**src/rtl/rdb_pkg.sv**
```systemverilog
// Shared types, constants and helper functions for the retry decision and backoff block.
package rdb_pkg;

    localparam int DELAY_BITS_DEF       = 24;
    localparam int FACTOR_FRAC_BITS_DEF = 8;
    localparam int LFSR_BITS_DEF        = 16;

    localparam int CLASS_BITS     = 4;
    localparam int ATTEMPT_BITS   = 8;
    localparam int LIMIT_BITS     = 8;
    localparam int BASE_BITS      = 16;
    localparam int FACTOR_BITS    = 12;
    localparam int WAIT_BITS      = 24;
    localparam int CFG_INDEX_BITS = 3;
    localparam int CFG_DATA_BITS  = 24;

    localparam logic [31:0] LFSR_SEED = 32'h0000_ACE1;

    typedef enum logic [CLASS_BITS-1:0] {
        CLS_OTHER,
        CLS_TRANSPORT,
        CLS_SLOW_DOWN,
        CLS_UNAVAILABLE,
        CLS_HTTP_500,
        CLS_HTTP_502,
        CLS_HTTP_503,
        CLS_HTTP_504,
        CLS_TIMEOUT,
        CLS_REQ_TIMEOUT,
        CLS_CONN_FAILED
    } failure_class_e;

    typedef enum logic [CFG_INDEX_BITS-1:0] {
        REG_RETRY_LIMIT,
        REG_THROTTLE_ENABLE,
        REG_SERVER_ERROR_ENABLE,
        REG_TIMEOUT_ENABLE,
        REG_BASE_DELAY,
        REG_GROWTH_FACTOR,
        REG_DELAY_CEILING,
        REG_JITTER_ENABLE
    } cfg_index_e;

    typedef struct packed {
        logic [LIMIT_BITS-1:0]  retry_limit;
        logic                   throttle_enable;
        logic                   server_error_enable;
        logic                   timeout_enable;
        logic [BASE_BITS-1:0]   base_delay;
        logic [FACTOR_BITS-1:0] growth_factor;
        logic [WAIT_BITS-1:0]   delay_ceiling;
        logic                   jitter_enable;
    } cfg_t;

    localparam cfg_t CFG_RESET = '{
        retry_limit:         8'd3,
        throttle_enable:     1'b1,
        server_error_enable: 1'b1,
        timeout_enable:      1'b1,
        base_delay:          16'd100,
        growth_factor:       12'd512,
        delay_ceiling:       24'd20000,
        jitter_enable:       1'b1
    };

    typedef enum logic [1:0] {
        ST_IDLE,
        ST_STEP,
        ST_JITTER,
        ST_DONE
    } state_t;

    typedef struct packed {
        logic load;
        logic step;
        logic cap;
        logic jitter;
        logic out_load;
    } cmd_t;

    typedef struct packed {
        logic steps_done;
    } status_t;

    function automatic logic class_retries(input logic [CLASS_BITS-1:0] cls, input cfg_t cfg);
        logic ok;
        ok = 1'b0;
        case (cls)
            CLS_TRANSPORT:                   ok = 1'b1;
            CLS_SLOW_DOWN, CLS_UNAVAILABLE:  ok = cfg.throttle_enable;
            CLS_HTTP_500, CLS_HTTP_502,
            CLS_HTTP_503, CLS_HTTP_504:      ok = cfg.server_error_enable;
            CLS_TIMEOUT, CLS_REQ_TIMEOUT,
            CLS_CONN_FAILED:                 ok = cfg.timeout_enable;
            default:                         ok = 1'b0;
        endcase
        return ok;
    endfunction

    // Galois feedback taps for a maximal-length sequence of the given width.
    function automatic logic [31:0] lfsr_feedback(input int width);
        logic [31:0] fb;
        fb = 32'h0;
        case (width)
            8:       fb = 32'h0000_00B8;
            9:       fb = 32'h0000_0110;
            10:      fb = 32'h0000_0240;
            11:      fb = 32'h0000_0500;
            12:      fb = 32'h0000_0829;
            13:      fb = 32'h0000_100D;
            14:      fb = 32'h0000_2015;
            15:      fb = 32'h0000_6000;
            16:      fb = 32'h0000_B400;
            17:      fb = 32'h0001_2000;
            18:      fb = 32'h0002_0400;
            19:      fb = 32'h0004_0023;
            20:      fb = 32'h0009_0000;
            21:      fb = 32'h0014_0000;
            22:      fb = 32'h0030_0000;
            23:      fb = 32'h0042_0000;
            24:      fb = 32'h00E1_0000;
            25:      fb = 32'h0120_0000;
            26:      fb = 32'h0200_0023;
            27:      fb = 32'h0400_0013;
            28:      fb = 32'h0900_0000;
            29:      fb = 32'h1400_0000;
            30:      fb = 32'h2000_0029;
            31:      fb = 32'h4800_0000;
            32:      fb = 32'h8020_0003;
            default: fb = 32'h0;
        endcase
        return fb;
    endfunction

endpackage

```
**src/rtl/rdb_ctrl.sv**
```systemverilog
// Controller state machine that sequences load, growth steps, capping, jitter and output.
module rdb_ctrl
    import rdb_pkg::*;
(
    input  logic    clk,
    input  logic    rst_n,
    input  logic    item_valid,
    output logic    item_stall,
    output logic    result_valid,
    input  logic    result_stall,
    input  status_t status,
    output cmd_t    cmd
);

    state_t state_reg;
    state_t state_next;
    logic   out_valid_reg;
    logic   out_valid_next;

    always_ff @(posedge clk or negedge rst_n)
    begin
        if (!rst_n)
        begin
            state_reg     <= ST_IDLE;
            out_valid_reg <= 1'b0;
        end
        else
        begin
            state_reg     <= state_next;
            out_valid_reg <= out_valid_next;
        end
    end

    always_comb
    begin
        state_next = state_reg;
        case (state_reg)
            ST_IDLE:
            begin
                if (item_valid)
                begin
                    state_next = ST_STEP;
                end
            end
            ST_STEP:
            begin
                if (status.steps_done)
                begin
                    state_next = ST_JITTER;
                end
            end
            ST_JITTER:
            begin
                state_next = ST_DONE;
            end
            ST_DONE:
            begin
                if (!out_valid_reg || !result_stall)
                begin
                    state_next = ST_IDLE;
                end
            end
            default:
            begin
                state_next = ST_IDLE;
            end
        endcase
    end

    always_comb
    begin
        cmd            = '0;
        item_stall     = 1'b1;
        case (state_reg)
            ST_IDLE:
            begin
                item_stall = 1'b0;
                cmd.load   = item_valid;
            end
            ST_STEP:
            begin
                cmd.step = !status.steps_done;
                cmd.cap  = status.steps_done;
            end
            ST_JITTER:
            begin
                cmd.jitter = 1'b1;
            end
            ST_DONE:
            begin
                cmd.out_load = !out_valid_reg || !result_stall;
            end
            default:
            begin
                cmd = '0;
            end
        endcase
    end

    always_comb
    begin
        if (cmd.out_load)
        begin
            out_valid_next = 1'b1;
        end
        else if (result_stall)
        begin
            out_valid_next = out_valid_reg;
        end
        else
        begin
            out_valid_next = 1'b0;
        end
    end

    assign result_valid = out_valid_reg;

`ifndef NO_ASSERTIONS
    a_accept_starts_work: assert property (@(posedge clk) disable iff (!rst_n)
        (item_valid && !item_stall) |=> (state_reg == ST_STEP))
        else $error("accepted beat did not start the growth steps");

    a_result_from_done: assert property (@(posedge clk) disable iff (!rst_n)
        $rose(result_valid) |-> $past(state_reg == ST_DONE))
        else $error("result appeared outside the completion state");

    a_no_overwrite: assert property (@(posedge clk) disable iff (!rst_n)
        cmd.out_load |-> (!result_valid || !result_stall))
        else $error("output register loaded while holding a stalled beat");
`endif

endmodule

```
**src/rtl/rdb_datapath.sv**
```systemverilog
// Datapath: retry decision, iterative backoff multiply, ceiling cap, LFSR jitter and result registers.
module rdb_datapath
    import rdb_pkg::*;
#(
    parameter int DELAY_BITS       = DELAY_BITS_DEF,
    parameter int FACTOR_FRAC_BITS = FACTOR_FRAC_BITS_DEF,
    parameter int LFSR_BITS        = LFSR_BITS_DEF
)
(
    input  logic                    clk,
    input  logic                    rst_n,
    input  cfg_t                    cfg,
    input  cmd_t                    cmd,
    output status_t                 status,
    input  logic [CLASS_BITS-1:0]   failure_class,
    input  logic [ATTEMPT_BITS-1:0] attempt_number,
    output logic                    retry_allowed,
    output logic [WAIT_BITS-1:0]    wait_ms
);

    localparam int PROD_BITS = DELAY_BITS + FACTOR_BITS;
    localparam int CMP_BITS  = (DELAY_BITS > WAIT_BITS) ? DELAY_BITS : WAIT_BITS;
    localparam int JIT_BITS  = WAIT_BITS + LFSR_BITS + 1;
    localparam logic [LFSR_BITS-1:0] LFSR_FB     = LFSR_BITS'(lfsr_feedback(LFSR_BITS));
    localparam logic [LFSR_BITS-1:0] SEED_MASKED = LFSR_SEED[LFSR_BITS-1:0];
    localparam logic [LFSR_BITS-1:0] SEED =
        (SEED_MASKED == '0) ? LFSR_BITS'(1) : SEED_MASKED;

    logic [DELAY_BITS-1:0]   delay_reg;
    logic [DELAY_BITS-1:0]   delay_next;
    logic                    sat_reg;
    logic                    sat_next;
    logic [ATTEMPT_BITS-1:0] count_reg;
    logic [ATTEMPT_BITS-1:0] count_next;
    logic                    decision_reg;
    logic                    decision_next;
    logic [WAIT_BITS-1:0]    capped_reg;
    logic [WAIT_BITS-1:0]    capped_next;
    logic [WAIT_BITS-1:0]    wait_reg;
    logic [WAIT_BITS-1:0]    wait_next;
    logic [LFSR_BITS-1:0]    lfsr_reg;
    logic [LFSR_BITS-1:0]    lfsr_next;
    logic                    retry_allowed_reg;
    logic [WAIT_BITS-1:0]    wait_ms_reg;

    logic [PROD_BITS-1:0]    product;
    logic [PROD_BITS-1:0]    scaled;
    logic                    overflow;
    logic [CMP_BITS-1:0]     delay_ext;
    logic [CMP_BITS-1:0]     ceiling_ext;
    logic [LFSR_BITS-1:0]    lfsr_shifted;
    logic [JIT_BITS-1:0]     jitter_sum;

    // One growth step: multiply by the factor, drop the fraction bits, saturate.
    always_comb
    begin
        product  = PROD_BITS'(delay_reg) * PROD_BITS'(cfg.growth_factor);
        scaled   = product >> FACTOR_FRAC_BITS;
        overflow = (scaled[PROD_BITS-1:DELAY_BITS] != '0);
    end

    always_comb
    begin
        delay_ext   = CMP_BITS'(delay_reg);
        ceiling_ext = CMP_BITS'(cfg.delay_ceiling);
        if (delay_ext > ceiling_ext)
        begin
            capped_next = cfg.delay_ceiling;
        end
        else
        begin
            capped_next = delay_ext[WAIT_BITS-1:0];
        end
    end

    always_comb
    begin
        lfsr_shifted = lfsr_reg >> 1;
        if (lfsr_reg[0])
        begin
            lfsr_shifted = lfsr_shifted ^ LFSR_FB;
        end
        if (lfsr_shifted == '0)
        begin
            lfsr_shifted = SEED;
        end
    end

    // The jitter factor is (2^L + lfsr) / 2^(L+1), with the quotient truncated.
    always_comb
    begin
        jitter_sum = (JIT_BITS'(capped_reg) << LFSR_BITS)
                   + JIT_BITS'(capped_reg) * JIT_BITS'(lfsr_reg);
    end

    always_comb
    begin
        delay_next    = delay_reg;
        sat_next      = sat_reg;
        count_next    = count_reg;
        decision_next = decision_reg;
        if (cmd.load)
        begin
            delay_next    = DELAY_BITS'(cfg.base_delay);
            sat_next      = 1'b0;
            count_next    = attempt_number;
            decision_next = (attempt_number < cfg.retry_limit)
                          && class_retries(failure_class, cfg);
        end
        else if (cmd.step)
        begin
            count_next = count_reg - ATTEMPT_BITS'(1);
            if (overflow)
            begin
                delay_next = '1;
                sat_next   = 1'b1;
            end
            else
            begin
                delay_next = scaled[DELAY_BITS-1:0];
            end
        end
    end

    always_comb
    begin
        lfsr_next = lfsr_reg;
        if (cmd.cap && cfg.jitter_enable)
        begin
            lfsr_next = lfsr_shifted;
        end
    end

    always_comb
    begin
        wait_next = wait_reg;
        if (cmd.jitter)
        begin
            if (cfg.jitter_enable)
            begin
                wait_next = jitter_sum[JIT_BITS-1:LFSR_BITS+1];
            end
            else
            begin
                wait_next = capped_reg;
            end
        end
    end

    always_ff @(posedge clk or negedge rst_n)
    begin
        if (!rst_n)
        begin
            lfsr_reg <= SEED;
        end
        else
        begin
            lfsr_reg <= lfsr_next;
        end
    end

    always_ff @(posedge clk)
    begin
        delay_reg    <= delay_next;
        sat_reg      <= sat_next;
        count_reg    <= count_next;
        decision_reg <= decision_next;
        wait_reg     <= wait_next;
        if (cmd.cap)
        begin
            capped_reg <= capped_next;
        end
        if (cmd.out_load)
        begin
            retry_allowed_reg <= decision_reg;
            wait_ms_reg       <= wait_reg;
        end
    end

    assign status.steps_done = (count_reg == '0) || sat_reg;
    assign retry_allowed     = retry_allowed_reg;
    assign wait_ms           = wait_ms_reg;

`ifndef NO_ASSERTIONS
    a_lfsr_nonzero: assert property (@(posedge clk) disable iff (!rst_n)
        lfsr_reg != '0)
        else $error("jitter LFSR reached the all-zero lockup state");

    a_sat_full_scale: assert property (@(posedge clk) disable iff (!rst_n)
        (cmd.step && overflow) |=> (sat_reg && (delay_reg == '1)))
        else $error("saturated delay is not held at full scale");
`endif

endmodule

```
**src/rtl/retry_decision_backoff.sv**
```systemverilog
// Top level of the retry decision and capped exponential backoff block.
// Usage: an item beat (failure_class, attempt_number) is taken when item_valid
// is high and item_stall is low. The block answers with one result beat
// (retry_allowed, wait_ms) on result_valid, held until result_stall is low.
// Configuration registers are written through cfg_valid/cfg_ready with
// cfg_index and cfg_data. The user must write them only while no item is in
// flight; the block itself does not enforce this. cfg_ready is always high.
// One item is processed at a time: a new item is accepted only after the
// last one has been loaded into the output register. Each item runs the
// growth loop, one step per attempt until the delay saturates, with one
// multiply per cycle through its own multiplier, followed by a cap, a
// jitter multiply on a separate multiplier and the output load. A
// finished result waits in the output register while the next item is
// accepted; when the receiver stalls, the next item completes and waits in
// the completion state until the output register is free. Reset restores
// the documented register defaults, seeds the jitter LFSR and empties the
// output register.
module retry_decision_backoff
    import rdb_pkg::*;
#(
    parameter int DELAY_BITS       = DELAY_BITS_DEF,
    parameter int FACTOR_FRAC_BITS = FACTOR_FRAC_BITS_DEF,
    parameter int LFSR_BITS        = LFSR_BITS_DEF
)
(
    input  logic                      clk,
    input  logic                      rst_n,
    input  logic                      item_valid,
    output logic                      item_stall,
    input  logic [CLASS_BITS-1:0]     failure_class,
    input  logic [ATTEMPT_BITS-1:0]   attempt_number,
    output logic                      result_valid,
    input  logic                      result_stall,
    output logic                      retry_allowed,
    output logic [WAIT_BITS-1:0]      wait_ms,
    input  logic                      cfg_valid,
    output logic                      cfg_ready,
    input  logic [CFG_INDEX_BITS-1:0] cfg_index,
    input  logic [CFG_DATA_BITS-1:0]  cfg_data
);

    cfg_t    cfg_reg;
    cfg_t    cfg_next;
    cmd_t    cmd;
    status_t status;

    assign cfg_ready = 1'b1;

    always_comb
    begin
        cfg_next = cfg_reg;
        if (cfg_valid && cfg_ready)
        begin
            case (cfg_index)
                REG_RETRY_LIMIT:         cfg_next.retry_limit         = cfg_data[LIMIT_BITS-1:0];
                REG_THROTTLE_ENABLE:     cfg_next.throttle_enable     = cfg_data[0];
                REG_SERVER_ERROR_ENABLE: cfg_next.server_error_enable = cfg_data[0];
                REG_TIMEOUT_ENABLE:      cfg_next.timeout_enable      = cfg_data[0];
                REG_BASE_DELAY:          cfg_next.base_delay          = cfg_data[BASE_BITS-1:0];
                REG_GROWTH_FACTOR:       cfg_next.growth_factor       = cfg_data[FACTOR_BITS-1:0];
                REG_DELAY_CEILING:       cfg_next.delay_ceiling       = cfg_data[WAIT_BITS-1:0];
                REG_JITTER_ENABLE:       cfg_next.jitter_enable       = cfg_data[0];
                default:                 cfg_next = cfg_reg;
            endcase
        end
    end

    always_ff @(posedge clk or negedge rst_n)
    begin
        if (!rst_n)
        begin
            cfg_reg <= CFG_RESET;
        end
        else
        begin
            cfg_reg <= cfg_next;
        end
    end

    rdb_ctrl u_ctrl (
        .clk          (clk),
        .rst_n        (rst_n),
        .item_valid   (item_valid),
        .item_stall   (item_stall),
        .result_valid (result_valid),
        .result_stall (result_stall),
        .status       (status),
        .cmd          (cmd)
    );

    rdb_datapath #(
        .DELAY_BITS       (DELAY_BITS),
        .FACTOR_FRAC_BITS (FACTOR_FRAC_BITS),
        .LFSR_BITS        (LFSR_BITS)
    ) u_datapath (
        .clk            (clk),
        .rst_n          (rst_n),
        .cfg            (cfg_reg),
        .cmd            (cmd),
        .status         (status),
        .failure_class  (failure_class),
        .attempt_number (attempt_number),
        .retry_allowed  (retry_allowed),
        .wait_ms        (wait_ms)
    );

endmodule

```
**config.mk**
```make
export PLATFORM = sky130hd
export DESIGN_NAME = retry_decision_backoff
export DESIGN_NICKNAME = d
export VERILOG_FILES = /design/src/rtl/rdb_pkg.sv /design/src/rtl/rdb_ctrl.sv /design/src/rtl/rdb_datapath.sv /design/src/rtl/retry_decision_backoff.sv
export SDC_FILE = /design/constraint.sdc
export NUM_CORES = 2
export LEC_CHECK = 0
export BUFFER_PORTS_ARGS = -buffer_cell sky130_fd_sc_hd__buf_2
export CORE_MARGIN = 1.5
export CORE_UTILIZATION = 59
export CTS_BUF_LIST = sky130_fd_sc_hd__clkbuf_4 sky130_fd_sc_hd__clkbuf_8 sky130_fd_sc_hd__clkbuf_16
export CTS_CLUSTER_DIAMETER = 120
export DETAILED_ROUTE_END_ITERATION = 10
export GPL_ROUTABILITY_DRIVEN = 0
export PLACE_DENSITY = 0.76
export SYNTH_ARGS = -nofsm -noshare
export SYNTH_HDL_FRONTEND = slang
export SYNTH_SLANG_ARGS = --single-unit
```
**constraint.sdc**
```tcl
create_clock -name clk -period 12.3 [get_ports clk]
set_input_delay 1.845 -clock clk [delete_from_list [all_inputs] [get_ports clk]]
set_output_delay 1.845 -clock clk [all_outputs]
set_load 0.02 [all_outputs]
```
# Word-level counts from Yosys, hierarchy flattened
# Index checks and enable logic that the tools add are counted.
[word_totals] regBits=190 latch_bits=0 ram_bits=0 rom_bits=0 word_cells=99 mem_count=0
[classes] addsub=2 multipliers=2 n_div=0 n_lt_le_gt_ge=2 eq_ne=24 shift=0 mux=22 n_bitwise=1 reduce_logical=26
[ops] operator="24-bit two-way mux" count=3
[ops] operator="16-bit two-way mux" count=4
[ops] operator="40-bit by 40-bit adder with 41-bit output" count=1
[ops] operator="24-bit by 16-bit multiplier with 40-bit output" count=1
[ops] operator="24-bit by 12-bit multiplier with 36-bit output" count=1
[ops] operator="24-bit greater-than comparator" count=1
[ops] operator="2-bit AND reduction" count=9
[ops] operator="4-bit by 3-bit equality test with 1-bit output, second input constant" count=4
[ops] operator="16-bit logical NOT" count=1
[ops] operator="8-bit two-way mux" count=2
[ops] operator="3-bit equality test, second input constant" count=4
[ops] operator="4-bit equality test, second input constant" count=3
[ops] operator="12-bit nonzero test" count=1
[ops] operator="4-bit by 2-bit equality test with 1-bit output, second input constant" count=2
[ops] operator="8-bit logical NOT" count=1
[ops] operator="8-bit less-than comparator" count=1
[ops] operator="2-bit two-way mux" count=4
[ops] operator="2-bit one-hot mux with 4 select lines" count=1
[ops] operator="8-bit by 1-bit subtractor with 8-bit output, second input constant" count=1
[ops] operator="1-bit two-way mux" count=7
[ops] operator="3-bit by 2-bit equality test with 1-bit output, second input constant" count=2
[ops] operator="2-bit by 1-bit inequality test with 1-bit output, second input constant" count=3
[ops] operator="2-bit equality test, second input constant" count=2
[ops] operator="4-bit by 1-bit equality test with 1-bit output, second input constant" count=1
[ops] operator="15 further kinds" count=19

# Longest topological paths before layout
[depth] depth_word=6 ltp_mapped=25 mapped_depth_nobuf=23

# Modules after synthesis
# A second synthesis with hierarchy kept.
[unflattened] cells_unflattened=3126 hier_area_um2=29937.5
[modules_own_cells] module="rdb_datapath" n_inst=1 cells_each=2959 area_per_inst_um2=27131.0
[modules_own_cells] module="retry_decision_backoff" n_inst=1 cells_each=145 area_per_inst_um2=2561.2
[modules_own_cells] module="rdb_ctrl" n_inst=1 cells_each=22 area_per_inst_um2=245.2

# Worst setup path after synthesis
# No wires, ideal clock.
[synth_path] path_type="register to register" from="reg u_datapath.lfsr_reg[7]" to="reg u_datapath.wait_reg[22] (data pin)" setup_ns=0.273 t_arrival_ns=6.436 t_required_ns=12.027 setup_slack_ns=5.591 path_stages_with_launch=23 n_path_buf=2 path_cell_list="dfstp_2 -> clkbuf_1 -> buf_1 -> nand2_1 -> fa_1 -> inv_1 -> fa_1 -> fa_1 -> fa_1 -> fa_1 -> inv_1 -> fa_1 -> inv_1 -> ha_1 -> a211oi_1 -> nor2_1 -> a2111oi_2 -> o21ai_0 -> nor4b_2 -> nor3_1 -> a2111oi_2 -> xor2_1 -> mux2i_1"
[synth_via] elab_chain_len=3
[synth_rtl] element="start, declared" line="rdb_datapath.sv:41" text="logic [LFSR_BITS-1:0] lfsr_reg;"
[synth_rtl] element="start signal, assigned" line="rdb_datapath.sv:158" text="lfsr_reg <= lfsr_next;"
[synth_rtl] element="24-bit by 16-bit multiplier with 40-bit output" line="rdb_datapath.sv:93" text="+ JIT_BITS'(capped_reg) * JIT_BITS'(lfsr_reg);"
[synth_rtl] element="40-bit by 40-bit adder with 41-bit output" line="rdb_datapath.sv:93"
[synth_rtl] element="24-bit two-way mux" line="rdb_datapath.sv:139" text="if (cfg.jitter_enable)"
[synth_rtl] element="end signal, assigned" line="rdb_datapath.sv:168" text="wait_reg <= wait_next;"
[synth_rtl] element="end, declared" line="rdb_datapath.sv:39" text="logic [WAIT_BITS-1:0] wait_reg;"
# Every way passes these cells.
# A chain may end at the register's enable or synchronous reset.

# Final worst setup path
[layout_path] from="reg u_datapath.lfsr_reg[1]" to="reg u_datapath.wait_reg[22] (data pin)"
# The elaborated chain is that of the path after synthesis.

==> metrics.sh <==
SYNTH_ASYNC_SR_FLOP_SHARE_PCT=43.7
LAYOUT_COMMONEST_CELL='inv_1'
CP-START-KIND='flip-flop'
FIN_TNS_SETUP_NS=0
SKEW_NS=0.0163
LARGEST_REGISTER_FF_COUNT=64
CRIT_REQUIRED_NS=12.53
WORST_PATH_CELL_TRACE='nand2_1 > fa_1 > inv_1 > fa_1 > inv_1 > fa_1 > inv_1 > fa_1 > fa_1 > inv_1 > fa_1 > inv_1 > ha_1 > a211oi_1 > nor2_1 > a2111oi_2 > o21ai_0 > nor4b_2 > nor3_1 > a2111oi_2 > xor2_1 > mux2i_1'
NUM-NETS-FINAL=3974
CLOCK_SINKS=190
DIE_W_UM=230
MAX_STAGE_DELAY_NS=0.95
POST-DP-HPWL_UM=56700
FIN_CRIT_NS=7.79
MAX-CAP-VIOLATIONS=0
ANTENNA_CELLS_INSERTED=0
RUN_STATUS='completed'
AVGSYNTHCELLAREA_UM2=9.42
ROUTEDWLPERCELL_UM=18.8
YS_WARN_COUNT=0
BOUNDARYPINS=72
ROUTED-VIA-COUNT=21700
GRT.TOTAL_USAGE_PCT=29.0
INITIAL_CORE_UTIL_PCT=60.1
CLK_PIN_SLEW_NS=0.07
CTS_SETUP_BUFFERS=0
WORST-ENDPOINT-ARRIVAL_NS=8.02
SYNTH.FF_LATCH_COUNT=190
CLOCK_TREE.BUFFER_DEPTH=2
PERIOD_SHARE_PCT=63.3
VIAS_PER_CELL=5.66
FINALHOLDVIOLCOUNT=0
SYN_AREA_UM2=30400
FMAX_GHz=0.128
FIRST_PASS_ITERATION_COUNT_OF_THE_DETAILED_ROUTER=6
SYNTH_FP_NETS=4040
FIRST_ITER_VIOLATIONS=1448
INITIAL_ANTENNA_VIOLATION_COUNT=0
CRIT_PATH_END_KIND='flip-flop'
HTREE_NUM_LEVELS=4
CRITPATHBUFINV=5
FLOORPLAN.CORE_AREA_UM2=50500
POST_CTS_RESIZED=0
CRITICAL-PATH-SLOWEST-CELL='dfrtp_1'
CPMOSTUSEDCELL='fa_1'
TRITONCTS='done'
DRC_ERRORS=0
RSZ_0062_RAISED_AFTER_GLOBAL_ROUTING='no'
GLOBAL_ROUTE_WIRE_LENGTH_BEFORE_REPAIR_UM=121000
WORSTSETUPPATHTYPE='flip-flop to flip-flop'
WORST_HOLD_PATH_TYPE='flip-flop to flip-flop'
TIMING.FINAL.MAX_SLEW_VIOLATIONS=0
POSTROUTEWIRELENGTH_UM=72000
SETUP-VIOLATIONS-FINAL=0
DRTANTENNAVIOLNETS=0
MOSTFREQUENTLAYOUTCELLS='738 x inv_1, 548 x fa_1, 505 x nand2_1'
DIE_H_UM=230
TIMING.CRITICAL_PATH.MAX_DELAY_FAMILY='adder cells'
SYNTHESIS.INSTANCES=3221
CRITICAL_PATH_PEAK_FANOUT=27
FP.DIEAREA_UM2=52800
TIMING.MAX_SLEW.REL_SLACK_PCT=25.0
CLKLATENCYLATEPIN_NS=0.50
SYNTH-MAIN-FF-CELL='edfxtp_1'
NUMBER_OF_ENABLE_FLIP_FLOP_CELLS_AFTER_SYNTHESIS=98
GRT_START_MAX_NET_PINS=51
CLOCK-ROOT-BUFFER='clkbuf_16'
FIRST_GLOBAL_VIAS=23700
TIGHTESTPINTRANSITION_NS=1.12
HOLDBUFCOUNTCTS=0
PORTBUFFERS=70
CTS-BUFFERS-INSERTED=17
POST_ROUTE_CELLS_DRIVE_ABOVE_1_SHARE_PCT=8.52
SYNTHDISTINCTLIBCELLS=75
FILLERS=4077
AREA.GROWTH.SYNTH_TO_FINAL_PCT=4.27
GRT_OVERFLOW=0
SYNTH.YOSYS.SEQ_AREA_SHARE_PCT=17.2
FLOORPLAN.ROWS=82
-- synth_stat cells, drive strengths merged (19+ instances only) --
master,n,area [um2]
edfxtp,98,2940
xor2,29,262
o21ai,78,405
nand2,506,1900
xnor2,32,288
clkbuf,157,589
a21o,35,263
dfstp,23,604
a31oi,40,313
and2,246,1540
fa,548,11000
ha,227,2840
nand4,19,119
a21oi,56,284
mux2,95,1070
nor2,52,195
dfrtp,60,1500
inv,739,2770
-- routing by layer --
layer | vias to the layer above | part of all wire [%] | global-route usage (%) | wire (um)
met5 | - | 0 | 0 | 0
met4 | 0 | 4.4 | 13.3 | 3190
met3 | 199 | 6.4 | 5.27 | 4620
met2 | 828 | 50 | 49.8 | 36300
met1 | 11100 | 39 | 35.8 | 27900
li1 | 9629 | - | - | -
-- metrics by stage --
step                      instance area, um2  hold WS (ns)  util (%)  setup WS, ns  cells
after floorplan                        30400         0.400         -          5.59   3221
after global placement                 31000         0.402      61.4          4.73   3808
after detailed placement               31000         0.405      61.4          4.55   3808
after CTS                              31700         0.421      62.7          4.56   3840
after global routing                   31700         0.426      62.7          4.06   3840
final                                  31700         0.418      62.7          4.51   3840
-- worst paths after layout --
check                                             start                 endpoint  slack, ns  cells past startpoint
worst min-delay path            u_datapath.wait_reg[11]   u_datapath.wait_ms[11]       0.42                      0
min in group asynchronous                         rst_n              cfg_reg[63]       1.32                      1
worst max-delay path             u_datapath.lfsr_reg[1]  u_datapath.wait_reg[22]       4.51                     22
worst max register to register   u_datapath.lfsr_reg[1]  u_datapath.wait_reg[22]       4.51                     22
max in group asynchronous                         rst_n   u_datapath.lfsr_reg[4]       9.92                      2
worst min register to register  u_datapath.wait_reg[11]   u_datapath.wait_ms[11]       0.42                      0
-- cell families after synthesis --
family,share of synthesized area (%)
other,0.0124
buffers and inverters,11.3
muxes,3.69
and+or+nand+nor,14.2
DFF,17.2
AOI/OAI and AO/OA,6.27
xor gates and xnor gates,1.81
adders and majority gates,45.5
-- area by class of cell --
| class | count | area (um2) | area share (%) |
|---|---|---|---|
| timing repair buffer | 82 | 443 | 1.40 |
| inverter | 739 | 2770 | 8.76 |
| multi-input combinational | 2125 | 21700 | 68.6 |
| clock buffer | 19 | 475 | 1.50 |
| clock inverter | 13 | 173 | 0.546 |
| sequential | 190 | 5230 | 16.5 |
| tap | 672 | 841 | 2.66 |
Power is not shown: default switching activity piles up to over one toggle a cycle in this logic, so the estimate is an artifact.
